--- src/rtl/pfe_pkg.sv ---
`timescale 1ns / 1ps
// ----------------------------------------------------------------------------
// pfe_pkg: shared definitions for the pipe byte FIFO
// Request and status codes, controller state type and the command bundle
// that the controller sends to the datapath.
// ----------------------------------------------------------------------------
package pfe_pkg;

	localparam int CAPACITY_DEF = 4096;
	localparam int MAX_ENDS_DEF = 255;

	localparam int REQ_W    = 3;
	localparam int BYTE_W   = 8;
	localparam int STATUS_W = 3;

	// Request codes.
	localparam logic [REQ_W-1:0] REQ_READ   = 3'd0;
	localparam logic [REQ_W-1:0] REQ_WRITE  = 3'd1;
	localparam logic [REQ_W-1:0] REQ_CREATE = 3'd2;
	localparam logic [REQ_W-1:0] REQ_ADD    = 3'd3;
	localparam logic [REQ_W-1:0] REQ_DROP   = 3'd4;

	// Status codes.
	localparam logic [STATUS_W-1:0] ST_OK     = 3'd0;
	localparam logic [STATUS_W-1:0] ST_BLOCK  = 3'd1;
	localparam logic [STATUS_W-1:0] ST_EOF    = 3'd2;
	localparam logic [STATUS_W-1:0] ST_BROKEN = 3'd3;
	localparam logic [STATUS_W-1:0] ST_UNUSED = 3'd4;

	typedef enum logic [2:0] {
		S_IDLE = 3'b001,
		S_EXEC = 3'b010,
		S_LOAD = 3'b100
	} pfe_state_t;

	typedef struct packed {
		logic latch_req;
		logic exec;
		logic load_out;
	} pfe_cmd_t;

endpackage

--- src/rtl/pfe_ctrl.sv ---
`timescale 1ns / 1ps
// ----------------------------------------------------------------------------
// pfe_ctrl: request sequencer
// Takes one request at a time, steps the datapath through execute and
// result load, and owns the valid flag of the output register.
// ----------------------------------------------------------------------------
module pfe_ctrl
	import pfe_pkg::*;
(
	input  logic     clk,
	input  logic     arst_n,
	input  logic     in_valid,
	output logic     in_ready,
	output logic     out_valid,
	input  logic     out_ready,
	output pfe_cmd_t cmd
);

	pfe_state_t state_q;
	pfe_state_t state_d;
	logic       out_valid_q;
	logic       out_free;

	assign out_free = !out_valid_q || out_ready;

	always_comb begin
		state_d      = state_q;
		cmd.latch_req = 1'b0;
		cmd.exec      = 1'b0;
		cmd.load_out  = 1'b0;
		unique case (state_q)
			S_IDLE: begin
				if (in_valid) begin
					cmd.latch_req = 1'b1;
					state_d       = S_EXEC;
				end
			end
			S_EXEC: begin
				cmd.exec = 1'b1;
				state_d  = S_LOAD;
			end
			S_LOAD: begin
				// The result waits here until the output register has room.
				if (out_free) begin
					cmd.load_out = 1'b1;
					state_d      = S_IDLE;
				end
			end
			default: state_d = S_IDLE;
		endcase
	end

	always_ff @(posedge clk or negedge arst_n) begin
		if (!arst_n) begin
			state_q     <= S_IDLE;
			out_valid_q <= 1'b0;
		end else begin
			state_q <= state_d;
			if (cmd.load_out) begin
				out_valid_q <= 1'b1;
			end else if (out_ready) begin
				out_valid_q <= 1'b0;
			end
		end
	end

	assign in_ready  = (state_q == S_IDLE);
	assign out_valid = out_valid_q;

endmodule

--- config.mk ---
export PLATFORM = sky130hd
export DESIGN_NAME = pfe_ctrl
export DESIGN_NICKNAME = d
export VERILOG_FILES = /design/src/rtl/pfe_pkg.sv /design/src/rtl/pfe_ctrl.sv
export SDC_FILE = /design/constraint.sdc
export NUM_CORES = 1
export LEC_CHECK = 0
export BUFFER_PORTS_ARGS = -buffer_cell sky130_fd_sc_hd__clkbuf_2
export CAP_MARGIN = 10
export CORE_AREA = 2 2 39 41
export DETAILED_ROUTE_END_ITERATION = 12
export DIE_AREA = 0 0 41 43
export PLACE_DENSITY = 0.34
export SLEW_MARGIN = 20
export SYNTH_ARGS = -nofsm -noshare
export SYNTH_HDL_FRONTEND = slang
export SYNTH_SLANG_ARGS = --single-unit
--- constraint.sdc ---
create_clock -name clk -period 1.7 [get_ports clk]
set_clock_uncertainty 0.2 [all_clocks]
set_input_delay 0.255 -clock clk [delete_from_list [all_inputs] [get_ports clk]]
set_output_delay 0.255 -clock clk [all_outputs]
set_load 0.02 [all_outputs]
==> qor.yml, run 1 <==
status: "finished, violations left"
violated_checks: "setup timing"
global_route.usage.met1: 0.0836
cp_max_fo: 4
drive_above_1_share: 0.676
gr-usage-met2: 0.0906
layout_worst_path_cycle_share: 1.04
drt-initial-drc-count: 5
max-slew-margin-rel: 0.781
chipWidth_um: 41
ioPinCount: 9
drv_cap: 0
grt_start_max_net_pins: 7
synthCells: 19
cp_data_arrival_time_ns: 1.32
critical_path.startpoint_type: "register"
nFillCells: 152
whs_path_depth: 2
crit_type: "register to output pin"
diodes: 0
regToRegEndpoint: "state_q[0]"
finalWorstPathRequiredPeriod_ns: 1.77
powerDensity_mw_per_mm2: 1590
critical_path.reg2reg.startpoint: "state_q[2]"
dr_total_vias: 208
ys_warn_count: 0
routability_congestion_estimate: 0.705
ctsHtreeMaxLevel: 1
post-route-util: 0.261
crit_path_end_kind: "output pin"
number_of_synthesized_register_bits: 4
viasPerCell: 4.16
routed_wirelength_um: 517
most_common_cell_after_layout_fill_and_taps_aside: "sky130_fd_sc_hd__clkbuf_2"
cts_tree: "done"
floorplan.die_area_mm2: 0.00176
drt-pass1-iter-count: 4
placeableCoreArea_mm2: 0.00138
holdCritStartpoint: "out_ready"
grt_pass1_wl_um: 786
worstPathRequired_ns: 1.24
setup_repair_after_global_routing_missed_its_margin: "yes"
cts.path.max_buffers: 2
die_y_um: 43
synth_fp_nets: 23
post_synth_instance_area_um2: 221
reg2reg_slack_ns: 0.41
final-hold-violation-count: 0
initial_antenna_violation_count: 0
irDropWorstVdd_mv: 0.691
min-delay-path-class: "primary input to register"
number_of_setup_violations_in_the_final_report: 2
leakage_nw: 0.172
syn-mean-instance-area_um2: 11.7
detail-route-antenna-nets: 0
cts_num_sinks: 4
portBuffers: 8
ys_types: 13
mostFrequentLayoutCells: "5 x sky130_fd_sc_hd__clkbuf_2, 4 x sky130_fd_sc_hd__buf_4"
detail_route.drc_violations: 0
max_freq_mhz: 564
pre_cts_slack_ns: 0.142
grt-busiest-layer: "met2"
cts_inserted_buffers: 3
std_cell_rows: 14
gr-usage-met3: 0.0628
max_slew.worst_pin.slew_ns: 0.328
clock-root-buffer: "sky130_fd_sc_hd__clkbuf_4"
post-dp-hpwl_um: 386
slowest_stage: "sky130_fd_sc_hd__dfrtp_1"
timing.critical_path.cells: "or3b_4 > a21oi_2 > clkbuf_8"
first_global_vias: 197
nNetsFinal: 39
destination_of_the_worst_hold_path: "out_valid"
cts.clk_slew.worst_paths_ns: 0.04
grt_resource_usage_total: 0.0763
initial_core_util: 0.160
worst_path_largest_cell_delay_ns: 0.40
report.final.slew_viol_count: 0
globalRouteOverflowTotal: 0
yosysSeqAreaShare: 0.458
routedWlPerCell_um: 10.3
worst_skew_pair.late_latency_ns: 0.25
area.growth.synth_to_final_pct: 63.3
finalWorstSetupSlack_ns: -0.0724
worst_reg2reg_path_depth: 3
finalPower_mw: 0.574
-- flip-flops by register name, indices dropped and copies added, names as in the netlist --
register	cells
out_valid	1
state_q	3
-- Yosys cell counts (all sizes together) --
cell	n	area (um^2)
and4bb	3	37.5
dfrtp	3	75.1
inv	3	11.3
a211oi	1	12.5
a21oi	1	8.76
and2b	1	8.76
buf	1	7.51
dfstp	1	26.3
nor3	1	5.00
nor3b	1	7.51
o21a	1	7.51
o21ai	1	5.00
or3b	1	8.76
-- how the worst max path moves through the flow --
stage                     from        to  slack, ns
finish              state_q[2]    cmd[0]      -0.07
global route        state_q[2]    cmd[0]      -0.12
detailed placement  state_q[2]    cmd[0]       0.14
CTS                 state_q[2]    cmd[0]      -0.10
floorplan           state_q[0]  in_ready       0.14
global placement    state_q[2]    cmd[0]       0.15
-- power breakdown --
| part | internal [mW] | switching, mW |
|---|---|---|
| Clock | 0.0886 | 0.0475 |
| Sequential | 0.135 | 0.0338 |
| Combinational | 0.143 | 0.125 |
| Total | 0.367 | 0.207 |
-- stage by stage --
stage | TNS (ns) | instances | cell area (um^2) | hold WS, ns
after global placement | 0 | 42 | 274 | -0.126
after detailed placement | 0 | 42 | 274 | -0.122
final | -0.0885 | 50 | 362 | 0.0212
after CTS | -0.184 | 49 | 345 | 0.0193
after floorplan | 0 | 19 | 221 | -0.241
after global routing | -0.203 | 50 | 362 | 0.0437
-- layout make-up --
cell class,instances,area (um^2),share of cell area
Clock buffer,4,26.3,0.0727
Inverter,3,11.3,0.0311
Multi-Input combinational cell,11,109,0.301
Sequential cell,4,101,0.280
Tap cell,16,20.0,0.0554
Timing Repair Buffer,12,93.8,0.260
-- metal layers --
layer,vias up,routed length (um)
li1,98,-
met1,97,234
met2,13,227
met3,0,54
met4,0,0
met5,-,0
-- cells by family after synthesis --
family	synth area share
buffers and inverters	0.0848
AO/OA/AOI/OAI	0.153
flip-flops	0.458
AND/OR/NAND/NOR	0.305
-- critical path, delay by kind of cell (launching register included) --
family          cells  cell delay [ns]
compound gates      1             0.12
buf+inv             1             0.15
flops               1             0.40
simple gates        1             0.40
-- timing repair --
action / 4_1_cts / 5_1_grt
hold buffers: 1 / 0
buffers inserted: 2 / 1
pin swaps: 0 / 2
gates resized for setup: 5 / 4
endpoints found under the hold margin: 4 / 0
setup endpoints to repair: 3 / 4
Power figures use the tool's default switching activity.
==> run 2, diff against run 1 <==
==> constraint.sdc (replaced) <==
create_clock -name clk -period 1.7 [get_ports clk]
set_clock_uncertainty 0.2 [all_clocks]
set_input_delay 0.085 -clock clk [delete_from_list [all_inputs] [get_ports clk]]
set_output_delay 0.085 -clock clk [all_outputs]
set_load 0.02 [all_outputs]
==> run 2 against run 1 <==
Compared with the run above:
- the run now ends clean
- non-clock buffer count is the same
- die area unchanged
- via count down 5.8%
- fmax increased by 11%
- total power fell by 11%
- flip-flop and latch count unchanged
- hold slack better by 0.12 ns
- clock power barely moved
- sequential power rose by 4%
- count of clock-buffer cells in the layout did not move
- critical endpoint unchanged
- largest cell class is now registers
- highest routed layer unchanged
==> qor.yml, run 2 (synthesis gave the netlist of run 1 again) <==
powerDensity_mw_per_mm2: 1470
worst_reg2reg_path_depth: 2
grt_pass1_wl_um: 828
area.growth.synth_to_final_pct: 55.9
chipWidth_um: 41
diodes: 0
finalWorstPathRequiredPeriod_ns: 1.59
dr_total_vias: 196
min-delay-path-class: "primary input to asynchronous set/reset pin"
drive_above_1_share: 0.588
routed_wirelength_um: 527
setup_total_negative_slack_ns: 0
largest_register_ff_count: 3
globalRouteOverflowTotal: 0
clock-root-buffer: "sky130_fd_sc_hd__clkbuf_4"
initial_core_util: 0.160
irDropWorstVdd_mv: 0.430
setup_repair_after_global_routing_missed_its_margin: "no"
leakage_nw: 0.156
critical_path.reg2reg.startpoint: "state_q[2]"
pre_cts_slack_ns: 0.312
grt_start_max_net_pins: 8
most_common_cell_after_layout_fill_and_taps_aside: "sky130_fd_sc_hd__clkbuf_2"
post-dp-hpwl_um: 386
cts_num_sinks: 4
die_y_um: 43
layout_worst_path_cycle_share: 0.938
crit_type: "register to output pin"
power_frac_comb: 0.387
post-route-util: 0.250
detail_route.drc_violations: 0
layout.cell_area.non_filler_um2: 345
ctsHtreeMaxLevel: 1
final-hold-violation-count: 0
critical_path.startpoint_type: "register"
max-slew-margin-rel: 0.791
max_slew.worst_pin.slew_ns: 0.313
nNetsFinal: 39
power.sequential.fraction: 0.345
drt-initial-drc-count: 4
max_freq_mhz: 627
routability_congestion_estimate: 0.705
cp_max_fo: 7
mostFrequentLayoutCells: "7 x sky130_fd_sc_hd__clkbuf_2, 4 x sky130_fd_sc_hd__dlygate4sd3_1, 3 x sky130_fd_sc_hd__inv_1, 3 x sky130_fd_sc_hd__and4bb_2, 3 x sky130_fd_sc_hd__clkbuf_4"
number_of_setup_violations_in_the_final_report: 0
crit_path_end_kind: "output pin"
net-switching-power_mw: 0.191
portBuffers: 8
cts_inserted_buffers: 3
detail-route-antenna-nets: 0
initial_antenna_violation_count: 0
drv_cap: 0
first_global_vias: 211
post_dp_cell_area_um2: 274
cts_tree: "done"
viasPerCell: 3.92
report.final.slew_viol_count: 0
cp_data_arrival_time_ns: 1.31
registers.top_by_ff_count: "state_q"
dp.cells: 42
ioPinCount: 9
std_cell_rows: 14
reg2reg_slack_ns: 0.51
worstPathRequired_ns: 1.41
routedWlPerCell_um: 10.5
grt_resource_usage_total: 0.0803
floorplan.die_area_mm2: 0.00176
pwr-share-clk: 0.268
status: "completed"
drt-pass1-iter-count: 2
cts.clk_slew.worst_paths_ns: 0.04
placeableCoreArea_mm2: 0.00138
post_layout_nonfiller_instances: 50
power.internal_mw: 0.318
worst_skew_pair.late_latency_ns: 0.25
switching_share: 0.376
finalWorstSetupSlack_ns: 0.105
regToRegEndpoint: "state_q[0]"
cts.path.max_buffers: 2
-- run 2: cell types whose count changed in the layout (fill, tap and decap cells not counted), sizes merged --
cell         before  now
buf               5    1
clkbuf           10   11
dlygate4sd3       1    4
-- run 2: worst max path at each step --
stage          cells past startpoint  slack, ns  endpoint  startpoint
2_1_floorplan                      2       0.31  in_ready  state_q[0]
3_3_place_gp                       3       0.32    cmd[0]  state_q[2]
3_5_place_dp                       3       0.31    cmd[0]  state_q[2]
4_1_cts                            3       0.04    cmd[0]  state_q[2]
5_1_grt                            3       0.02    cmd[0]  state_q[1]
6_report                           3       0.11    cmd[0]  state_q[1]
-- run 2: routing by layer --
layer  wire [um]  track usage  vias up
met3          57       0.0628        0
met4           0       0.0600        0
met2         222        0.103       12
met5           0            0        -
met1         246       0.0836       88
li1            -            -       96
-- run 2: repair_timing --
item | in CTS | in global routing
resized for setup | 0 | 4
setup buffers | 0 | 0
hold buffers | 4 | 0
hold endpoints to repair | 6 | 0
setup endpoints to repair | 0 | 1
-- run 2: metrics by stage --
step	hold WS [ns]	power, mW
2_1_floorplan	-0.411	0.309
3_3_place_gp	-0.296	0.364
3_5_place_dp	-0.292	0.365
4_1_cts	0.132	0.514
5_1_grt	0.150	0.552
6_report	0.137	0.509
-- run 2: worst max-delay path, cell delays in order (launching register included) --
cell,delay (ns)
sky130_fd_sc_hd__dfrtp_2,0.42
sky130_fd_sc_hd__or3b_1,0.39
sky130_fd_sc_hd__a21oi_2,0.11
sky130_fd_sc_hd__buf_4,0.14
-- run 2: final cells by class --
cell class,count,area (um^2)
clock buffer,4,26.3
tap,16,20.0
multi-input combinational,11,101
fill,152,1040
timing repair buffer,12,82.6
sequential,4,104
inverter,3,11.3
-- run 2: power by group through the flow --
stage               Combinational, mW  Sequential [mW]  Clock, mW
floorplan                       0.142            0.167          0
global placement                0.193            0.172          0
detailed placement              0.192            0.174          0
CTS                             0.199            0.172      0.142
global route                    0.215            0.183      0.154
finish                          0.197            0.176      0.136
